===== src/hw/rtl/utf8v_pkg.sv =====
// Package for the UTF-8 stream validator: constants and the code point range check.
`default_nettype none

package utf8v_pkg;

	localparam int unsigned CpWidth = 21;

	localparam logic [7:0]         LeadC0      = 8'hc0;
	localparam logic [7:0]         LeadC1      = 8'hc1;
	localparam logic [7:0]         ContTag     = 8'h80;
	localparam logic [7:0]         ContMask    = 8'h3f;
	localparam logic [CpWidth-1:0] Min3Byte    = 21'h000800;
	localparam logic [CpWidth-1:0] SurrLo      = 21'h00d800;
	localparam logic [CpWidth-1:0] SurrHi      = 21'h00dfff;
	localparam logic [CpWidth-1:0] NonCharLo   = 21'h00fffe;
	localparam logic [CpWidth-1:0] NonCharHi   = 21'h00ffff;
	localparam logic [CpWidth-1:0] Min4Byte    = 21'h010000;
	localparam logic [CpWidth-1:0] MaxCodePt   = 21'h10ffff;

	localparam logic [2:0] Len1 = 3'd1;
	localparam logic [2:0] Len2 = 3'd2;
	localparam logic [2:0] Len3 = 3'd3;
	localparam logic [2:0] Len4 = 3'd4;

	function automatic logic cp_ok(input logic [2:0] len, input logic [CpWidth-1:0] cp);
		logic ok;
		ok = 1'b1;
		case (len)
			Len3: begin
				if (cp < Min3Byte)
					ok = 1'b0;
				else if (cp inside {[SurrLo:SurrHi]})
					ok = 1'b0;
				else if (cp inside {[NonCharLo:NonCharHi]})
					ok = 1'b0;
			end
			Len4: begin
				if (cp < Min4Byte || cp > MaxCodePt)
					ok = 1'b0;
			end
			default: begin
				ok = 1'b1;
			end
		endcase
		return ok;
	endfunction

endpackage

`default_nettype wire


===== src/hw/rtl/utf8_stream_validator.sv =====
// UTF-8 stream validator: input register, per-byte decode and check, result register.
//
//  channel  valid         stall         word
//  byte     byte_valid    byte_stall    data_byte[7:0], last_byte
//  result   result_valid  result_stall  error_seen, verdict_ready, buffer_valid
//
// One byte per cycle unless the result side stalls; each byte yields one result word,
// through the input register and then the result register. The decode state (pending
// count, length, code point, error) updates when the input register moves into the
// result register. Reset clears both stages and puts the decode state at its idle
// values. A stalled result word holds; the input register still takes one more byte.
`default_nettype none

module utf8_stream_validator (
	input  wire logic       clk,
	input  wire logic       arst_n,
	input  wire logic       byte_valid,
	output logic            byte_stall,
	input  wire logic [7:0] data_byte,
	input  wire logic       last_byte,
	output logic            result_valid,
	input  wire logic       result_stall,
	output logic            error_seen,
	output logic            verdict_ready,
	output logic            buffer_valid
);

	logic       vld_s1;
	logic [7:0] byte_s1;
	logic       last_s1;

	logic vld_s2;
	logic err_s2;
	logic vrd_s2;
	logic bok_s2;

	logic [1:0]                       pend_q;
	logic [2:0]                       len_q;
	logic [utf8v_pkg::CpWidth-1:0]    cp_q;
	logic                             err_q;

	logic [1:0]                       pend_n;
	logic [2:0]                       len_n;
	logic [utf8v_pkg::CpWidth-1:0]    cp_n;
	logic                             err_n;
	logic                             chk;

	logic ld_s1;
	logic ld_s2;

	assign ld_s2      = vld_s1 && (!vld_s2 || !result_stall);
	assign ld_s1      = !vld_s1 || ld_s2;
	assign byte_stall = !ld_s1;

	always_ff @(posedge clk or negedge arst_n) begin
		if (!arst_n) begin
			vld_s1 <= 1'b0;
		end else if (ld_s1) begin
			vld_s1 <= byte_valid;
		end
	end

	always_ff @(posedge clk) begin
		if (ld_s1 && byte_valid) begin
			byte_s1 <= data_byte;
			last_s1 <= last_byte;
		end
	end

	always_comb begin
		pend_n = pend_q;
		len_n  = len_q;
		cp_n   = cp_q;
		err_n  = err_q;
		chk    = 1'b0;
		if (!err_q) begin
			if (pend_q == 2'd0) begin
				if (!byte_s1[7]) begin
					len_n = utf8v_pkg::Len1;
					chk   = 1'b1;
				end else if (!byte_s1[6]) begin
					err_n = 1'b1;
				end else if (byte_s1 == utf8v_pkg::LeadC0 || byte_s1 == utf8v_pkg::LeadC1) begin
					err_n = 1'b1;
				end else if (!byte_s1[5]) begin
					len_n  = utf8v_pkg::Len2;
					pend_n = 2'd1;
					cp_n   = {16'd0, byte_s1[4:0]};
				end else if (!byte_s1[4]) begin
					len_n  = utf8v_pkg::Len3;
					pend_n = 2'd2;
					cp_n   = {17'd0, byte_s1[3:0]};
				end else if (!byte_s1[3]) begin
					len_n  = utf8v_pkg::Len4;
					pend_n = 2'd3;
					cp_n   = {18'd0, byte_s1[2:0]};
				end else begin
					err_n = 1'b1;
				end
			end else begin
				if ((byte_s1 & ~utf8v_pkg::ContMask) != utf8v_pkg::ContTag) begin
					err_n = 1'b1;
				end else begin
					cp_n   = {cp_q[utf8v_pkg::CpWidth-7:0], byte_s1[5:0]};
					pend_n = pend_q - 2'd1;
					chk    = (pend_q == 2'd1);
				end
			end
			if (chk) begin
				if (!utf8v_pkg::cp_ok(len_n, cp_n))
					err_n = 1'b1;
				else
					cp_n = '0;
			end
		end
	end

	always_ff @(posedge clk or negedge arst_n) begin
		if (!arst_n) begin
			pend_q <= 2'd0;
			len_q  <= utf8v_pkg::Len1;
			cp_q   <= '0;
			err_q  <= 1'b0;
		end else if (ld_s2) begin
			if (last_s1) begin
				pend_q <= 2'd0;
				len_q  <= utf8v_pkg::Len1;
				cp_q   <= '0;
				err_q  <= 1'b0;
			end else begin
				pend_q <= pend_n;
				len_q  <= len_n;
				cp_q   <= cp_n;
				err_q  <= err_n;
			end
		end
	end

	always_ff @(posedge clk or negedge arst_n) begin
		if (!arst_n) begin
			vld_s2 <= 1'b0;
		end else if (!vld_s2 || !result_stall) begin
			vld_s2 <= vld_s1;
		end
	end

	always_ff @(posedge clk) begin
		if (ld_s2) begin
			err_s2 <= err_n;
			vrd_s2 <= last_s1;
			bok_s2 <= last_s1 && !err_n && (pend_n == 2'd0);
		end
	end

	assign result_valid  = vld_s2;
	assign error_seen    = err_s2;
	assign verdict_ready = vrd_s2;
	assign buffer_valid  = bok_s2;

	a_ok_no_err: assert property (@(posedge clk) disable iff (!arst_n)
		(result_valid && buffer_valid) |-> (verdict_ready && !error_seen))
		else $error("valid verdict with error set");

	a_reset_after_last: assert property (@(posedge clk) disable iff (!arst_n)
		(ld_s2 && last_s1) |=> (pend_q == 2'd0 && !err_q && len_q == utf8v_pkg::Len1))
		else $error("decode state not cleared after last byte");

	a_err_sticky: assert property (@(posedge clk) disable iff (!arst_n)
		(err_q && !(ld_s2 && last_s1)) |=> err_q)
		else $error("error flag dropped inside a buffer");

	a_pend_len: assert property (@(posedge clk) disable iff (!arst_n)
		(pend_q == 2'd3) |-> (len_q == utf8v_pkg::Len4))
		else $error("three pending bytes without a four-byte lead");

endmodule

`default_nettype wire


===== config.mk =====
export PLATFORM = sky130hd
export DESIGN_NAME = utf8_stream_validator
export DESIGN_NICKNAME = d
export VERILOG_FILES = /design/src/hw/rtl/utf8v_pkg.sv /design/src/hw/rtl/utf8_stream_validator.sv
export SDC_FILE = /design/constraint.sdc
export NUM_CORES = 1
export LEC_CHECK = 0
export ABC_CLOCK_PERIOD_IN_PS = 5740
export BUFFER_PORTS_ARGS = -buffer_cell sky130_fd_sc_hd__buf_2
export CAP_MARGIN = 20
export CORE_ASPECT_RATIO = 1.5
export CORE_MARGIN = 3
export CORE_UTILIZATION = 50
export CTS_CLUSTER_SIZE = 40
export DETAILED_ROUTE_END_ITERATION = 16
export GPL_TIMING_DRIVEN = 1
export PLACE_DENSITY_LB_ADDON = 0.3
export SYNTH_ARGS = -nofsm -noshare
export SYNTH_HDL_FRONTEND = slang
export SYNTH_SLANG_ARGS = --single-unit

===== constraint.sdc =====
create_clock -name clk -period 5.74 [get_ports clk]
set_input_delay 0 -clock clk [delete_from_list [all_inputs] [get_ports clk]]
set_output_delay 0 -clock clk [all_outputs]
set_load 0.01 [all_outputs]

== Yosys cells after proc, flatten, opt, wreduce, memory -nomap -nowiden ==
Cells that the tools add are included.
Widths: inputs -> output; s select.
Word-level totals
  bits of input ports: 13
  register bits after elaboration: 41
  word-level logic and storage cells: 100
  output and inout bits: 5
Cells by class
  reductions and logical operators: 18
  magnitude comparators: 7
  eq/ne operators: 7
  muxes and demuxes: 56
  $add $sub $neg: 1
Operators with widths (number)
  $mux 21: 13
  $ge 21x16->1 const B: 2
  $le 21x16->1 const B: 2
  $mux 3: 10
  $mux 1: 22
  $gt 21x21->1 const B: 1
  $lt 21x12->1 const B: 1
  $lt 21x17->1 const B: 1
  $mux 2: 10
  $eq 8x8->1 const B: 2
  $logic_and 1x1->1: 6
  $logic_not 1->1: 5
  $logic_not 2->1: 2
  $logic_or 1x1->1: 4
  $ne 2x2->1 const B: 2
  $eq 3x2->1 const B: 1
  $eq 3x3->1 const B: 1
  $eq 2x1->1 const B: 1
  $pmux 1 s2: 1
  $reduce_and 2->1: 1
  $sub 2x1->2 const B: 1

== Logic depth before layout (Yosys ltp) ==
  word-level depth: 22
  gate-level depth with buffers: 12
  gate-level depth less buffers: 10

== Worst setup path before layout ==
No wires, ideal clock.
  kind: register -> register
  from: register pend_q[0]
  to: register cp_q[10] in the netlist's numbering
  data arrival time: 2827 ps
  path slack: 2849 ps
  required time: 5676 ps
  library setup time: 64 ps
  cell stages (with the launch flop): 12
  period minus slack after synthesis: 2891 ps
  buffers on the path: 2
  path through: dfrtp_1 -> inv_1 -> ha_1 -> or3b_1 -> buf_2 -> o311ai_0 -> nand2_1 -> nor4_1 -> nand4_1 -> a311oi_2 -> buf_6 -> a22o_2
Between the ends
  cells in the longest elaborated chain, start to end: 15
  elaborated cells on any way between the ends: 32
  classes of those cells: order compare: 7; eq/ne: 3; mux: 18; reduce/logical: 4
Ends and longest elaborated chain
  start: declaration: RTL line utf8_stream_validator.sv:37  | logic [1:0] pend_q;
  start signal: assignment: RTL line utf8_stream_validator.sv:131  | pend_q <= pend_n;
  $logic_not 2->1: RTL line utf8_stream_validator.sv:77  | if (pend_q == 2'd0) begin
  $mux 21: RTL line utf8_stream_validator.sv:77
  $mux 21: RTL line utf8_stream_validator.sv:76  | if (!err_q) begin
  $ge 21x16->1 or $le 21x16->1 (tied branches): RTL line utf8v_pkg.sv:34  | else if (cp inside {[NonCharLo:NonCharHi]})
  $logic_and 1x1->1: RTL line utf8v_pkg.sv:34
  $mux 1: RTL line utf8v_pkg.sv:34
  $mux 1: RTL line utf8v_pkg.sv:32  | else if (cp inside {[SurrLo:SurrHi]})
  $mux 1: RTL line utf8v_pkg.sv:30  | if (cp < Min3Byte)
  $pmux 1 s2: RTL line utf8v_pkg.sv:28  | case (len)
  $mux 1: RTL line utf8_stream_validator.sv:109  | if (chk) begin
  $mux 1: RTL line utf8_stream_validator.sv:76
  $mux 21: RTL line utf8_stream_validator.sv:110  | if (!utf8v_pkg::cp_ok(len_n, cp_n))
  $mux 21 *: RTL line utf8_stream_validator.sv:109
  $mux 21 *: RTL line utf8_stream_validator.sv:76
  $mux 21 *: RTL line utf8_stream_validator.sv:125  | if (last_s1) begin
  end signal: assignment: RTL line utf8_stream_validator.sv:133  | cp_q <= cp_n;
  end: declaration: RTL line utf8_stream_validator.sv:39  | logic [utf8v_pkg::CpWidth-1:0] cp_q;
Every way passes the cells marked *; elsewhere a longest branch is shown, timed or not. The select of a mux whose other input is x is not followed.
A chain may end at the register's enable or synchronous reset.

== Final worst setup path ==
  from: register pend_q[0]
  to: register cp_q[13] in the netlist's numbering
Same word-level chain as after synthesis.

==> impl_summary.txt <==
----------------------------------------------------
[Status]
  Result of the run ... finished clean

[Synth]
  Biggest area contributors in the synthesized netlist ... sky130_fd_sc_hd__dfrtp_1 32%, sky130_fd_sc_hd__edfxtp_1 17%, sky130_fd_sc_hd__a22o_2 4.6%
  Post-synthesis async set-or-reset flop share ... 0.707
  Biggest area consumer among synthesized cells ... sky130_fd_sc_hd__dfrtp_1
  Prevailing post-synth register cell ... sky130_fd_sc_hd__dfrtp_1
  Portion of the post-synthesis area used by sequential elements ... 0.504
  Number of distinct standard cells referenced by the synthesized netlist ... 54
  Count of mapped cells out of synthesis ... 208
  Syn nets ... 223
  Synthesis-stage register bit count ... 41
  Warnings from Yosys ... 0
  EDFF count, synth ... 12
  Average footprint of a synthesized cell ... 10.4 µm²
  Netlist area before placement ... 2160 µm²
  Top cell type's share of synthesized area ... 0.325

[Floorplan]
  Number of placed I/O pins ... 18
  Die extent in x ... 59.6 µm
  DIE HEIGHT ... 86.5 µm
  DIE AREA ... 5160 µm²
  Number of core rows ... 28
  Std-Cell Core Area ... 4060 µm²
  Effective utilization at floorplan ... 0.531

[Routing]
  Routed wire length ... 5130 µm
  Starting DRC count in detailed routing ... 50
  Total vias in the final route ... 1,786
  Via count normalized by instance count ... 6.42
  1st-pass router iterations ... 4
  Routed WL per cell ... 18.5 µm
  DRC Markers ... 0
  Remaining antenna violation count ... 0

[Worst setup path]
  R2r worst-path depth ... 8
  Crit path capture type ... register
  Start-to-end type of the worst setup path ... reg -> reg
  Biggest fanout along the worst timing path ... 15
  Category of the worst setup path launch point ... register
  Worst path arrival time ... 4.06 ns
  Required time of the critical path ... 5.98 ns
  Crit path from ... pend_q[0]$_DFFE_PN0P_
  Reg-to-reg startpoint ... pend_q[0]$_DFFE_PN0P_

[Layout]
  Non-Filler Instances ... 278
  Most common cell after layout, fill and taps aside ... sky130_fd_sc_hd__dfrtp_1
  Antenna cells ... 0
  Highest-count cells in the layout ignoring fill and taps ... 28 x sky130_fd_sc_hd__dfrtp_1, 25 x sky130_fd_sc_hd__nand2_1, 17 x sky130_fd_sc_hd__buf_2
  Fraction of final layout cells with drive strength greater than 1 ... 0.189
  Post-synthesis to final-layout area growth ... 13.4%
  Number of nets in the layout ... 247

[STA]
  Worst hold margin ... 0.247 ns
  Skew final ... 0.0114 ns
  Final critical-path required period ... 3.82 ns
  Worst slew margin relative to its limit ... 0.348
  Max Transition Viols Final ... 0
  Final Setup Violations ... 0
  Slew at the pin with the worst max-slew slack ... 0.979 ns
  Endpoints failing hold ... 0
  Final setup slack of the worst path ... 1.92 ns
  Ratio of final minimum period to clock period ... 0.666
  Final total negative setup slack ... 0 ns
  Unrepaired setup endpoints after global routing ... no
  Upper clock frequency limit ... 262 MHz

[Clock tree]
  Clock tree root driver cell ... sky130_fd_sc_hd__clkbuf_8
  Largest buffer count on any clock path ... 2
  Clock H-tree levels ... 2
  Clock insertion delay at the later pin of the skew report ... 0.31 ns
  Clock-pin transition on the worst setup and hold timing paths ... 0.09 ns
  Total clock sinks ... 41
  Clock tree from TritonCTS ... yes
  Number of CTS-inserted buffers ... 5

[Placement]
  # port buffers ... 17
  Number of placed cells counting well taps ... 258
  Pre-CTS setup slack ... 1.98 ns
  Final HPWL DP ... 3630 µm
  RD Place Congestion ... 0.884

[Power]
  Final Power ... 780 µW
  Pwr dens ... 319 nW/µm²
  IR drop worst, VDD ... 0.213 mV
  Leakage ... 1.08 nW

[Global routing]
  Sum of overflow across all layers after global routing ... 0
  Total routing usage reported by global routing ... 0.221
  Pin count of the biggest net entering global routing ... 30
  Wire length of the first global-routing pass ... 8540 µm
  Via count of the first global-routing pass ... 1,812
  Number of antenna violations at the first check in global routing ... 0

[Flow run]
  # Max-Cap Violations ... 0

[Min path]
  Class of the worst hold path ... in -> async

----------------------------------------------------
-- synthesized netlist by cell type (2+ instances only) --
library cell / n
sky130_fd_sc_hd__o22ai_1: 2
sky130_fd_sc_hd__a31oi_1: 3
sky130_fd_sc_hd__nor2_1: 9
sky130_fd_sc_hd__nand3_1: 8
sky130_fd_sc_hd__inv_1: 11
sky130_fd_sc_hd__or3_1: 2
sky130_fd_sc_hd__a21o_1: 2
sky130_fd_sc_hd__dfrtp_1: 28
sky130_fd_sc_hd__nand2b_1: 4
sky130_fd_sc_hd__and3_1: 2
sky130_fd_sc_hd__clkbuf_1: 5
sky130_fd_sc_hd__a21oi_1: 7
sky130_fd_sc_hd__ha_1: 2
sky130_fd_sc_hd__nor3_1: 4
sky130_fd_sc_hd__a22o_2: 10
sky130_fd_sc_hd__o311ai_0: 2
sky130_fd_sc_hd__edfxtp_1: 12
sky130_fd_sc_hd__and2_1: 3
sky130_fd_sc_hd__a32oi_1: 3
sky130_fd_sc_hd__nor4_1: 6
sky130_fd_sc_hd__buf_2: 3
sky130_fd_sc_hd__nand2_1: 25
sky130_fd_sc_hd__or2_2: 2
sky130_fd_sc_hd__nand4_1: 5
sky130_fd_sc_hd__a32o_1: 2
sky130_fd_sc_hd__o21ai_0: 7
sky130_fd_sc_hd__a22o_1: 11
sky130_fd_sc_hd__buf_6: 2
-- stage by stage --
stage / cell area, µm² / util
3_3_place_gp: 2230 / 0.550
6_report: 2450 / 0.602
5_1_grt: 2450 / 0.602
2_1_floorplan: 2160 / -
4_1_cts: 2450 / 0.602
3_5_place_dp: 2230 / 0.550
-- cells by family after synthesis --
group / synth area share
AOI/OAI and AO/OA: 0.250
DFF: 0.504
adders and majority gates: 0.0116
and+or+nand+nor: 0.176
xor gates and xnor gates: 0.00406
buffers and inverters: 0.0493
muxes: 0.00464
-- report_power, final --
group / switching (mW) / leakage [nW] / internal, mW
clock: 0.112 / 0.0495 / 0.0890
sequential: 0.0286 / 0.508 / 0.331
combinational: 0.134 / 0.523 / 0.0855
total: 0.275 / 1.08 / 0.505
-- layer usage --
layer	global-route usage	vias up	wire [µm]
met5	0	-	0
met4	0.117	0	175
met3	0.0462	19	197
met2	0.394	57	2840
met1	0.234	866	1920
li1	-	844	-
-- final timing paths --
path,to,slack [ns]
setup / recovery,cp_q[13]$_DFFE_PN0P_,1.92
hold / removal,cp_q[0]$_DFFE_PN0P_,0.25
setup reg to reg,cp_q[13]$_DFFE_PN0P_,1.92
hold reg to reg,len_q[0]$_DFFE_PN1P_,0.50
max in group asynchronous,len_q[2]$_DFFE_PN0P_,5.06
min in group clk,byte_s1[5]$_DFFE_PP_,0.41
-- worst max-delay path, cell delays in order, from the launching register on --
cell                        delay, ns
sky130_fd_sc_hd__dfrtp_1         0.38
sky130_fd_sc_hd__inv_1           0.10
sky130_fd_sc_hd__ha_1            0.35
sky130_fd_sc_hd__or3b_1          0.57
sky130_fd_sc_hd__or4_1           0.58
sky130_fd_sc_hd__a2111oi_2       0.39
sky130_fd_sc_hd__nand4_1         0.20
sky130_fd_sc_hd__a311oi_2        0.90
sky130_fd_sc_hd__a32o_1          0.27
-- flip-flops by register name (all words and copies together) (netlist names), 2 cells and up --
name     cells
byte_s1      8
len_q        3
cp_q        21
pend_q       2
-- final cells by class --
cell class	count	area [µm²]
clock buffer	5	68.8
clock inverter	3	23.8
fill	348	1620
inverter	11	41.3
multi-input combinational	144	965
sequential	41	1090
tap	45	56.3
timing repair buffer	29	205
-- repair_timing --
item | 4_1_cts | 5_1_grt
endpoints found under the hold margin | 39 | 0
buffers inserted | 0 | 0
gates resized for setup | 0 | 0
hold buffers | 12 | 0
No activity file was read; power rests on OpenSTA's default activity.
